## src/sv/bkt_pkg.sv

```systemverilog
// Shared types and codes of the bucket table with overflow cut.
package bkt_pkg;

	localparam int BUCKET_W = 10;
	localparam int SLOT_W = 4;
	localparam int LIMIT_W = 5;
	localparam int COUNT_W = 5;
	localparam int ENTRY_W = 56;
	localparam logic [LIMIT_W-1:0] LIMIT_RESET = 5'd10;

	localparam logic MODE_INSERT = 1'b0;
	localparam logic MODE_READ = 1'b1;

	typedef enum logic [2:0] {
		ST_STORED = 3'd0,
		ST_CUT_NOW = 3'd1,
		ST_IGNORED = 3'd2,
		ST_READ_OK = 3'd3,
		ST_EMPTY = 3'd4
	} status_t;

	typedef struct packed {
		logic mode;
		logic [BUCKET_W-1:0] bucket;
		logic [SLOT_W-1:0] slot;
		logic [31:0] doc_id;
		logic [15:0] point_id;
		logic [7:0] quotient;
	} req_t;

	typedef struct packed {
		status_t status;
		logic [COUNT_W-1:0] fill_count;
		logic is_cut;
		logic [31:0] read_doc;
		logic [15:0] read_point;
		logic [7:0] read_quotient;
	} rsp_t;

endpackage

```

## src/sv/bkt_front.sv

```systemverilog
// Front end: accepts items, reduces the bucket index and queues them for the back end.
module bkt_front #(
	parameter int NUM_BUCKETS = 1024
) (
	input  logic clk,
	input  logic arst_n,
	input  logic clearing,
	input  logic req_valid,
	output logic req_ready,
	input  bkt_pkg::req_t req,
	output logic q_valid,
	input  logic q_ready,
	output bkt_pkg::req_t q_item,
	output logic [(NUM_BUCKETS > 1 ? $clog2(NUM_BUCKETS) : 1)-1:0] q_idx
);

	localparam int BW = bkt_pkg::BUCKET_W;
	localparam int SH = 2 * BW;
	localparam int NB_W = $clog2(NUM_BUCKETS + 1);
	localparam int IDX_W = NUM_BUCKETS > 1 ? $clog2(NUM_BUCKETS) : 1;
	localparam logic [SH-1:0] RECIP = SH'((2 ** SH) / NUM_BUCKETS);

	logic valid_s1;
	bkt_pkg::req_t item_s1;
	logic [BW-1:0] quo_s1;

	bkt_pkg::req_t fifo_item_q [2];
	logic [IDX_W-1:0] fifo_idx_q [2];
	logic wr_ptr_q;
	logic rd_ptr_q;
	logic [1:0] count_q;

	logic [BW+SH-1:0] prod;
	logic [BW-1:0] quo_d;
	logic [BW+NB_W-1:0] qn;
	logic [BW-1:0] rem0;
	logic [BW-1:0] rem1;
	logic [IDX_W-1:0] idx_d;
	logic push;
	logic pop;
	logic accept;

	assign prod = (BW + SH)'(req.bucket) * (BW + SH)'(RECIP);
	assign quo_d = prod[BW+SH-1:SH];
	assign qn = (BW + NB_W)'(quo_s1) * (BW + NB_W)'(NUM_BUCKETS);
	assign rem0 = item_s1.bucket - qn[BW-1:0];
	assign rem1 = ((BW + NB_W)'(rem0) >= (BW + NB_W)'(NUM_BUCKETS)) ?
		rem0 - BW'(NUM_BUCKETS) : rem0;
	assign idx_d = IDX_W'(rem1);

	assign push = valid_s1 && (count_q != 2'd2);
	assign pop = q_valid && q_ready;
	assign req_ready = !clearing && (!valid_s1 || push);
	assign accept = req_valid && req_ready;

	assign q_valid = count_q != 2'd0;
	assign q_item = fifo_item_q[rd_ptr_q];
	assign q_idx = fifo_idx_q[rd_ptr_q];

	always_ff @(posedge clk or negedge arst_n) begin
		if (!arst_n) begin
			valid_s1 <= 1'b0;
		end else if (accept) begin
			valid_s1 <= 1'b1;
		end else if (push) begin
			valid_s1 <= 1'b0;
		end
	end

	always_ff @(posedge clk) begin
		if (accept) begin
			item_s1 <= req;
			quo_s1 <= quo_d;
		end
		if (push) begin
			fifo_item_q[wr_ptr_q] <= item_s1;
			fifo_idx_q[wr_ptr_q] <= idx_d;
		end
	end

	always_ff @(posedge clk or negedge arst_n) begin
		if (!arst_n) begin
			wr_ptr_q <= 1'b0;
			rd_ptr_q <= 1'b0;
			count_q <= 2'd0;
		end else begin
			if (push) begin
				wr_ptr_q <= !wr_ptr_q;
			end
			if (pop) begin
				rd_ptr_q <= !rd_ptr_q;
			end
			case ({push, pop})
				2'b10: count_q <= count_q + 2'd1;
				2'b01: count_q <= count_q - 2'd1;
				default: count_q <= count_q;
			endcase
		end
	end

endmodule

```

## config.mk

```make
export PLATFORM = sky130hd
export DESIGN_NAME = bkt_front
export DESIGN_NICKNAME = d
export VERILOG_FILES = /design/src/sv/bkt_pkg.sv /design/src/sv/bkt_front.sv
export SDC_FILE = /design/constraint.sdc
export NUM_CORES = 1
export LEC_CHECK = 0
export BUFFER_PORTS_ARGS = -buffer_cell sky130_fd_sc_hd__buf_4
export CAP_MARGIN = 0
export CORE_ASPECT_RATIO = 1.1
export CORE_MARGIN = 2
export CORE_UTILIZATION = 49
export DETAILED_ROUTE_END_ITERATION = 7
export GPL_ROUTABILITY_DRIVEN = 0
export GPL_TIMING_DRIVEN = 0
export PLACE_DENSITY = 0.71
export SYNTH_ARGS = -nofsm -noshare
export SYNTH_HDL_FRONTEND = slang
export SYNTH_SLANG_ARGS = --single-unit
```

## constraint.sdc

```tcl
create_clock -name clk -period 4 [get_ports clk]
set_input_delay 0.4 -clock clk [delete_from_list [all_inputs] [get_ports clk]]
set_output_delay 0.4 -clock clk [all_outputs]
set_load 0.05 [all_outputs]
```

# After elaboration in Yosys (flattened, before gate mapping)
# Memory sizes are Yosys's and may differ from the RTL's.
# Index checks and enable logic that the tools add are counted.
[totals]
reg_bits = 76
latchBits = 0
mem_bits_rw = 162
mem_bits_ro = 0
in_bits = 76
output_inout_bits = 83
wordCells = 34
memories = 2
[op_classes]
addsub = 2
n_mul = 0
div_mod_pow = 0
magnitude_cmp = 0
eq_ne = 3
shifts = 0
mux = 5
n_bitwise = 0
n_reduce_logical = 12
[memory_table]
columns = ["memory", "words", "word_bits", "read_ports", "rd_ports_with_merged_regs", "write_ports", "line", "rtl"]
rows = [
  ["fifo_item_q", 2, 71, 1, 0, 1, "bkt_front.sv:27", "bkt_pkg::req_t fifo_item_q [2];"],
  ["fifo_idx_q", 2, 10, 1, 0, 1, "bkt_front.sv:28", "logic [IDX_W-1:0] fifo_idx_q [2];"],
]
[ops]
columns = ["cell", "count"]
rows = [
  ["$reduce_bool 2->1", 3],
  ["$logic_and 1x1->1", 4],
  ["$logic_not 1->1", 4],
  ["$mux 1", 4],
  ["$pmux 2 s2", 1],
  ["$add 2x1->2 const B", 1],
  ["$eq 2x1->1 const B", 1],
  ["$eq 2x2->1 const B", 1],
  ["$ne 2x2->1 const B", 1],
  ["$sub 2x1->2 const B", 1],
  ["$logic_or 1x1->1", 1],
]

# Logic depth before layout (Yosys ltp)
# Gate-level depths: netlist of run 1.
[logic_depth]
depth_word = 6
ltp_mapped = 6
mapped_depth_nobuf = 6

# Worst setup path before layout of run 1
# Ideal clock, no wire load.
[synth_path]
path_kind = "flip-flop to flip-flop"
from = "reg count_q[0]"
to = "mem fifo_idx_q[0][0] in the netlist's numbering (enable)"
setup_ns = 0.500
arrival_ns = 3.614
required_ns = 3.500
path_slack_ns = -0.115
stages_incl_launch_ff = 4
path_buffers = 0
synth_period_minus_slack_ns = 4.115
path_cell_list = "dfrtp_1 -> nand2b_1 -> nand2_1 -> nor2_1"
[synth_between]
elab_chain_cells = 4
[synth_rtl]
columns = ["element", "line", "rtl"]
rows = [
  ["start: declaration", "bkt_front.sv:31", "logic [1:0] count_q;"],
  ["start signal: assignment", "bkt_front.sv:94", "2'b10: count_q <= count_q + 2'd1;"],
  ["start signal: assignment", "bkt_front.sv:95", "2'b01: count_q <= count_q - 2'd1;"],
  ["start signal: assignment", "bkt_front.sv:96", "default: count_q <= count_q;"],
  ["$ne 2x2->1", "bkt_front.sv:51", "assign push = valid_s1 && (count_q != 2'd2);"],
  ["$logic_and 1x1->1", "bkt_front.sv:51", ""],
  ["$mux 1", "bkt_front.sv:75", "if (push) begin"],
  ["$mux 1 (not written as such)", "bkt_front.sv:77", "fifo_idx_q[wr_ptr_q] <= idx_d;"],
  ["end: declaration", "bkt_front.sv:28", ""],
]
# No other way between the ends.

==> results.rst, run 1 <==
.. list-table::
   :header-rows: 1

   * - Metric
     - Value
   * - Status
     - finished clean
   * - Count of final hold-check violations
     - 0
   * - Pins Over Slew Limit
     - 0
   * - Static Leak
     - between 3 and 4 nW
   * - Nets in the synthesized netlist
     - approximately 400
   * - Placed wire-length estimate
     - slightly below 9000 µm
   * - Remaining number of nets flagged by the antenna check after routing
     - 0
   * - Max H-tree Level
     - 1
   * - Maximum fanout count along the critical path
     - 10
   * - R2r worst-path depth
     - 4
   * - Number of placement rows
     - 48
   * - Antenna diode count
     - 0
   * - Summed negative setup slack over all endpoints
     - 0 ps
   * - PD cells
     - approximately 810 nW/µm²
   * - Clock tree root driver cell
     - sky130_fd_sc_hd__clkbuf_16
   * - Met1 layer wirelength in the final routing
     - a little under 5000 µm
   * - Leftover overflow at the end of global routing
     - 0
   * - Reg2reg setup slack
     - 1960 ps
   * - HP Class
     - in2reg
   * - Highest ir drop seen on vdd
     - between 0.5 and 0.6 mV
   * - Via count of the first global-routing pass
     - approximately 3600
   * - Mean instance size in the synthesized netlist
     - approximately 24 µm²
   * - CP endpoint kind
     - primary output
   * - Distinct cells, synth
     - 17
   * - Setup repair after global routing missed its margin
     - no
   * - Insertion delay to the later sink of the worst-skew pair
     - 490 ps
   * - Total CTS buffers
     - 22
   * - Die outline area
     - 17100 µm²
   * - Detail Route met2 WL
     - 6960 µm
   * - Critical Path AT
     - 1830 ps
   * - Worst Tran Pin Value
     - 808 ps
   * - Hold Path Cell Cnt
     - 1
   * - FF+latch area
     - 6520 µm²
   * - Sort of element at the start of the critical path
     - flop
   * - Post-layout util
     - 0.654
   * - Final wirelength
     - 12800 µm
   * - Sequential share of the synthesized area
     - 0.829
   * - Start of the worst register-to-register path
     - count_q[0]$_DFFE_PN0P_
   * - Count of input and output buffers
     - 158
   * - Overall power
     - 0.00834 W
   * - Register bit count reported by yosys
     - between 200 and 250
   * - Pin count of the biggest net entering global routing
     - 39
   * - Number of gates resized after CTS
     - 0
   * - Clock period minus final worst setup slack
     - 2230 ps
   * - Total Routing Usage GR
     - 0.145
   * - Initial Utilization
     - 0.502
   * - Total number of clock tree sinks
     - 218
   * - Post-synthesis cell count
     - 326
   * - Final-stage net count
     - 591
   * - Maximum clock frequency
     - 449 MHz
   * - Area occupied by multi-input gates
     - between 1000 and 1500 µm²
   * - Top layer in use
     - met4
   * - Number of max-capacitance violations reported
     - 0
   * - Ports placed on the boundary
     - 159
   * - Launch point of the worst hold path
     - req[14]
   * - Detailed-routing iteration count for the pre-antenna-repair pass
     - 4
   * - Synth warnings
     - 0
   * - Per-cell via count in the routed design
     - around 4.9
   * - Worst setup path class
     - reg2out
   * - Critical path data required time
     - 3600 ps
   * - Die Ht
     - around 140 µm
   * - Global-route wire length before repair
     - roughly 19000 µm
   * - Post-synthesis instance area
     - 7870 µm²
   * - Final clock skew
     - between 9 and 10 ps
   * - Hold-critical path endpoint
     - item_s1[14]$_DFFE_PP_
   * - Core Area
     - 15700 µm²
   * - Antenna violations before repair
     - 0
   * - Avg WL per Cell
     - 17.5 µm
   * - Crit share post-route
     - 0.557
   * - Fillcell total
     - 1081
   * - Max clock buf depth
     - 3
   * - Number of DRC violations after detailed routing
     - 0
   * - Total via count after detailed routing
     - roughly 3500
   * - Terminus of the critical flop-to-flop path
     - fifo_item_q[0][50]$_DFFE_PP_
   * - Clock transition at the registers of the reported paths
     - 60 ps
   * - Share of cells above drive strength 1
     - 0.558
   * - TritonCTS clock tree
     - yes
   * - Synth-to-layout area growth
     - 30.3%
   * - Iteration-0 DRC Markers
     - 180
   * - Max transition margin
     - 0.460
   * - Die width
     - 125 µm
   * - DR WL met3
     - slightly above 800 µm
   * - Final number of setup-violating endpoints
     - 0
==> critical path, stage by stage, from the launching register on <==
cell                      delay, ps
sky130_fd_sc_hd__dfrtp_1        340
sky130_fd_sc_hd__buf_6          170
sky130_fd_sc_hd__buf_6          200
sky130_fd_sc_hd__mux2_4         320
sky130_fd_sc_hd__buf_4          130
sky130_fd_sc_hd__buf_4          180
==> report_power, final <==
part	switching (W)	total (W)	internal, W
clock	0.000829	0.00221	0.00138
sequential	0.000101	0.00301	0.00291
combinational	0.00194	0.00312	0.00118
==> cell type report <==
cell class                      count  area share
Inverter                            1    0.000366
Buffer                             18      0.0161
Multi-Input combinational cell     89       0.117
Timing Repair Buffer              164       0.127
Clock inverter                     17      0.0228
Sequential cell                   218       0.636
Clock buffer                       23      0.0562
Tap cell                          200      0.0244
==> registers in the layout, indices dropped and copies added (netlist names) <==
name / cells
item_s1: 71
rd_ptr_q: 1
wr_ptr_q: 1
count_q: 2
fifo_item_q: 124
valid_s1: 1
fifo_idx_q: 18
==> cells in the mapped netlist <==
cell	n	area share
sky130_fd_sc_hd__edfxtp_1	213	0.81
sky130_fd_sc_hd__mux2_2	2	0.0029
sky130_fd_sc_hd__and2_4	1	0.0011
sky130_fd_sc_hd__and3_1	1	0.00080
sky130_fd_sc_hd__nand2_1	1	0.00048
sky130_fd_sc_hd__o21ai_0	1	0.00064
sky130_fd_sc_hd__dfrtp_1	5	0.016
sky130_fd_sc_hd__buf_4	10	0.0095
sky130_fd_sc_hd__buf_6	8	0.011
sky130_fd_sc_hd__or2_1	1	0.00080
sky130_fd_sc_hd__nor2_1	5	0.0024
sky130_fd_sc_hd__inv_1	1	0.00048
sky130_fd_sc_hd__nand2b_1	2	0.0016
sky130_fd_sc_hd__xnor2_1	3	0.0033
sky130_fd_sc_hd__mux2_4	69	0.13
sky130_fd_sc_hd__xor2_1	2	0.0022
sky130_fd_sc_hd__ha_1	1	0.0016
==> timing repair <==
item                      4_1_cts  5_1_grt
buffers inserted                0        0
hold buffers                    1        0
hold endpoints to repair        5        0
==> metrics by stage <==
stage / hold slack, ps / setup WS, ps / cell area, µm² / instances
CTS: 61.3 / 1740 / 10200 / 730
global route: 56.3 / 1690 / 10200 / 730
floorplan: 104 / 1070 / 7870 / 326
finish: 81.9 / 1770 / 10200 / 730
global placement: 202 / 33.5 / 9310 / 684
detailed placement: 204 / 1960 / 9430 / 689
==> cells by family after synthesis <==
family                   Yosys count  synth area share
XOR/XNOR                           5           0.00557
flip-flops                       218             0.829
adder cells (fa/ha/maj)            1           0.00159
AO/OA/AOI/OAI                      1          0.000636
AND/OR/NAND/NOR                   11           0.00716
buffers and inverters             19            0.0215
multiplexers                      71             0.135
==> placed cells by master (no fill, tap or decap) <==
cell	n
sky130_fd_sc_hd__nor2_1	3
sky130_fd_sc_hd__dfrtp_1	5
sky130_fd_sc_hd__clkbuf_16	23
sky130_fd_sc_hd__xor2_1	2
sky130_fd_sc_hd__inv_6	1
sky130_fd_sc_hd__ha_1	1
sky130_fd_sc_hd__buf_4	168
sky130_fd_sc_hd__nand2_1	1
sky130_fd_sc_hd__edfxtp_1	213
sky130_fd_sc_hd__xnor2_1	3
sky130_fd_sc_hd__and3_4	1
sky130_fd_sc_hd__mux2_4	69
sky130_fd_sc_hd__nand2b_1	2
sky130_fd_sc_hd__clkinv_4	2
sky130_fd_sc_hd__buf_6	8
sky130_fd_sc_hd__mux2_2	2
sky130_fd_sc_hd__or2_1	1
sky130_fd_sc_hd__buf_16	1
sky130_fd_sc_hd__bufinv_16	5
sky130_fd_sc_hd__dlygate4sd3_1	1
sky130_fd_sc_hd__o21ai_0	1
sky130_fd_sc_hd__buf_12	4
sky130_fd_sc_hd__clkinvlp_4	5
sky130_fd_sc_hd__nor2_4	2
sky130_fd_sc_hd__inv_1	1
sky130_fd_sc_hd__clkinv_2	4
sky130_fd_sc_hd__and2_4	1
==> layer usage <==
| metal | up-vias | global-route usage |
|---|---|---|
| li1 | 1653 | - |
| met1 | 1760 | 0.172 |
| met2 | 113 | 0.262 |
| met3 | 22 | 0.0426 |
| met4 | 0 | 0.0406 |
| met5 | - | 0 |
==> how the worst max path moves through the flow <==
stage,from,to,slack [ps],cells past startpoint
floorplan,count_q[0]$_DFFE_PN0P_,fifo_idx_q[0][0]$_DFFE_PP_,1070,3
global placement,count_q[0]$_DFFE_PN0P_,fifo_item_q[0][24]$_DFFE_PP_,30,3
detailed placement,count_q[0]$_DFFE_PN0P_,fifo_item_q[0][13]$_DFFE_PP_,1960,4
CTS,rd_ptr_q$_DFFE_PN0P_,q_item[60],1740,5
global route,rd_ptr_q$_DFFE_PN0P_,q_item[64],1690,5
finish,rd_ptr_q$_DFFE_PN0P_,q_item[60],1770,5
No activity file was read; power rests on OpenSTA's default activity.
==> inputs of run 2 (changes only) <==
==> constraint.sdc (replaced) <==
create_clock -name clk -period 1.9 [get_ports clk]
set_input_delay 0.19 -clock clk [delete_from_list [all_inputs] [get_ports clk]]
set_output_delay 0.19 -clock clk [all_outputs]
set_load 0.05 [all_outputs]
==> run 2 against run 1 <==
  * The run now ends with setup timing left
  * Global-route usage rose by 1.6 points
  * Critical endpoint is now q_item[65]
  * Largest cell class unchanged
  * First-iteration DRC count down 21%
  * Die area did not move
==> results.rst, run 2 (synthesis gave the netlist of run 1 again) <==
.. list-table::
   :header-rows: 1

   * - Metric
     - Value
   * - Ports placed on the boundary
     - 159
   * - Most common library cell in the layout ignoring fill and taps
     - sky130_fd_sc_hd__edfxtp_1
   * - Final hold slack
     - 21.7 ps
   * - Via count of the first global-routing pass
     - 4165
   * - Registers with the most flip-flops
     - fifo_item_q x124, item_s1 x71, fifo_idx_q x18
   * - Static Leak
     - 4.35 nW
   * - CP endpoint kind
     - primary output
   * - Maximum clock frequency
     - 501 MHz
   * - Die outline area
     - 17100 µm²
   * - Max H-tree Level
     - 1
   * - Leftover overflow at the end of global routing
     - 0
   * - Critical path data required time
     - 1710 ps
   * - Max reg flops
     - 124
   * - Antenna violations before repair
     - 0
   * - Antenna diode count
     - 0
   * - Sort of element at the start of the critical path
     - flop
   * - HP Class
     - in2reg
   * - # placed instances
     - 689
   * - Count of input and output buffers
     - 158
   * - Per-cell via count in the routed design
     - about 4.8
   * - Total CTS buffers
     - 22
   * - Maximum fanout count along the critical path
     - 9
   * - Die width
     - 125 µm
   * - Critical Path AT
     - 1810 ps
   * - Count of final hold-check violations
     - 0
   * - Final number of setup-violating endpoints
     - between 60 and 70
   * - Avg WL per Cell
     - 17.5 µm
   * - Insertion delay to the later sink of the worst-skew pair
     - 490 ps
   * - Iteration-0 DRC Markers
     - between 100 and 150
   * - Pin count of the biggest net entering global routing
     - between 40 and 50
   * - Number of placement rows
     - 48
   * - Global-route wire length before repair
     - between 20000 and 25000 µm
   * - Remaining number of nets flagged by the antenna check after routing
     - 0
   * - Final-stage net count
     - 668
   * - Total Routing Usage GR
     - 0.162
   * - TritonCTS clock tree
     - yes
   * - Max transition margin
     - 0.617
   * - Violated checks
     - setup timing
   * - Final wirelength
     - 14200 µm
   * - Pins Over Slew Limit
     - 0
   * - Max clock buf depth
     - 3
   * - Worst setup path class
     - reg2out
   * - Most frequent cells in the layout
     - 213 x sky130_fd_sc_hd__edfxtp_1, 139 x sky130_fd_sc_hd__buf_4, 73 x sky130_fd_sc_hd__dlygate4sd3_1
   * - Total via count after detailed routing
     - 3859
   * - Worst Tran Pin Value
     - 574 ps
   * - Clock period minus final worst setup slack
     - 2000 ps
   * - Clock transition at the registers of the reported paths
     - 60 ps
   * - Clock tree root driver cell
     - sky130_fd_sc_hd__clkbuf_16
   * - Placed wire-length estimate
     - around 8400 µm
   * - PD cells
     - 1630 nW/µm²
   * - Total number of clock tree sinks
     - 218
   * - Die Ht
     - roughly 140 µm
   * - Share of cells above drive strength 1
     - 0.486
   * - Status
     - finished, violations left
   * - Number of max-capacitance violations reported
     - 0
   * - Final clock skew
     - 6.63 ps
   * - Detailed-routing iteration count for the pre-antenna-repair pass
     - 4
   * - Highest ir drop seen on vdd
     - 0.982 mV
   * - Number of DRC violations after detailed routing
     - 0
   * - Top register by number of flip-flops
     - fifo_item_q
   * - Synth-to-layout area growth
     - 42.2%
   * - Core Area
     - 15700 µm²
   * - Crit share post-route
     - 1.05
   * - Final Instance Count excl. Fillers
     - 807
   * - Setup repair after global routing missed its margin
     - yes
   * - Initial Utilization
     - 0.502
   * - Fin worst setup slack
     - -97.1 ps
-- run 2: changes by cell type in the layout (fill, tap and decap cells not counted), sizes merged, moves of 4 or more --
cell,previous run,this run
clkbuf,23,27
buf,181,186
dlygate4sd3,1,73
clkinvlp,5,0
-- run 2: metal layers --
layer | GRT usage | up-vias | routed length, µm
li1 | - | 1803 | -
met1 | 0.184 | 1892 | 5100
met2 | 0.305 | 136 | 7930
met3 | 0.0356 | 28 | 831
met4 | 0.0537 | 0 | 293
met5 | 0 | - | 0
-- run 2: power breakdown --
group,total [W],internal [W],switching [W]
combinational,0.00717,0.00293,0.00424
clock,0.00469,0.00302,0.00167
sequential,0.00638,0.00613,0.000242
-- run 2: critical path, cell delays in order (launching register included) --
cell and delay, ps:
sky130_fd_sc_hd__dfrtp_1 410, sky130_fd_sc_hd__buf_12 170, sky130_fd_sc_hd__buf_12 150, sky130_fd_sc_hd__mux2_4 320, sky130_fd_sc_hd__buf_4 140, sky130_fd_sc_hd__buf_6 140
-- run 2: timing repair --
item,CTS,global route
hold endpoints to repair,77,0
pin swaps,1,0
resized for setup,26,15
buffers inserted,1,4
setup endpoints to repair,112,79
hold buffers,73,0
-- run 2: final cells by class --
cell class | count | area (µm²)
sequential | 218 | 6520
fill | 936 | 4490
timing repair buffer | 241 | 2200
multi-input combinational | 89 | 1210
clock buffer | 27 | 591
tap | 200 | 250
clock inverter | 13 | 214
buffer | 18 | 199
inverter | 1 | 3.75
-- run 2: worst paths after layout --
check,from,end,slack (ps),cells past startpoint
min in group asynchronous,arst_n,valid_s1$_DFFE_PN0P_,60,2
max,rd_ptr_q$_DFFE_PN0P_,q_item[65],-100,5
min,q_ready,rd_ptr_q$_DFFE_PN0P_,20,3
max in group asynchronous,arst_n,count_q[1]$_DFFE_PN0P_,1730,2
max reg2reg,count_q[0]$_DFFE_PN0P_,fifo_item_q[0][40]$_DFFE_PP_,130,4
min reg2reg,item_s1[12]$_DFFE_PP_,fifo_item_q[0][12]$_DFFE_PP_,440,0
-- run 2: stage by stage --
stage / total power, W / area, µm² / TNS, ps / util / worst slack, ps
after CTS: 0.0182 / 11100 / -3120 / 0.707 / -103
final: 0.0182 / 11200 / -2490 / 0.714 / -97.1
after global placement: 0.0129 / 9330 / -141400 / 0.595 / -782
after floorplan: 0.0114 / 7900 / -26410 / - / -183
after detailed placement: 0.0131 / 9450 / -2910 / 0.603 / -92.9
after global routing: 0.0189 / 11200 / -5980 / 0.714 / -137
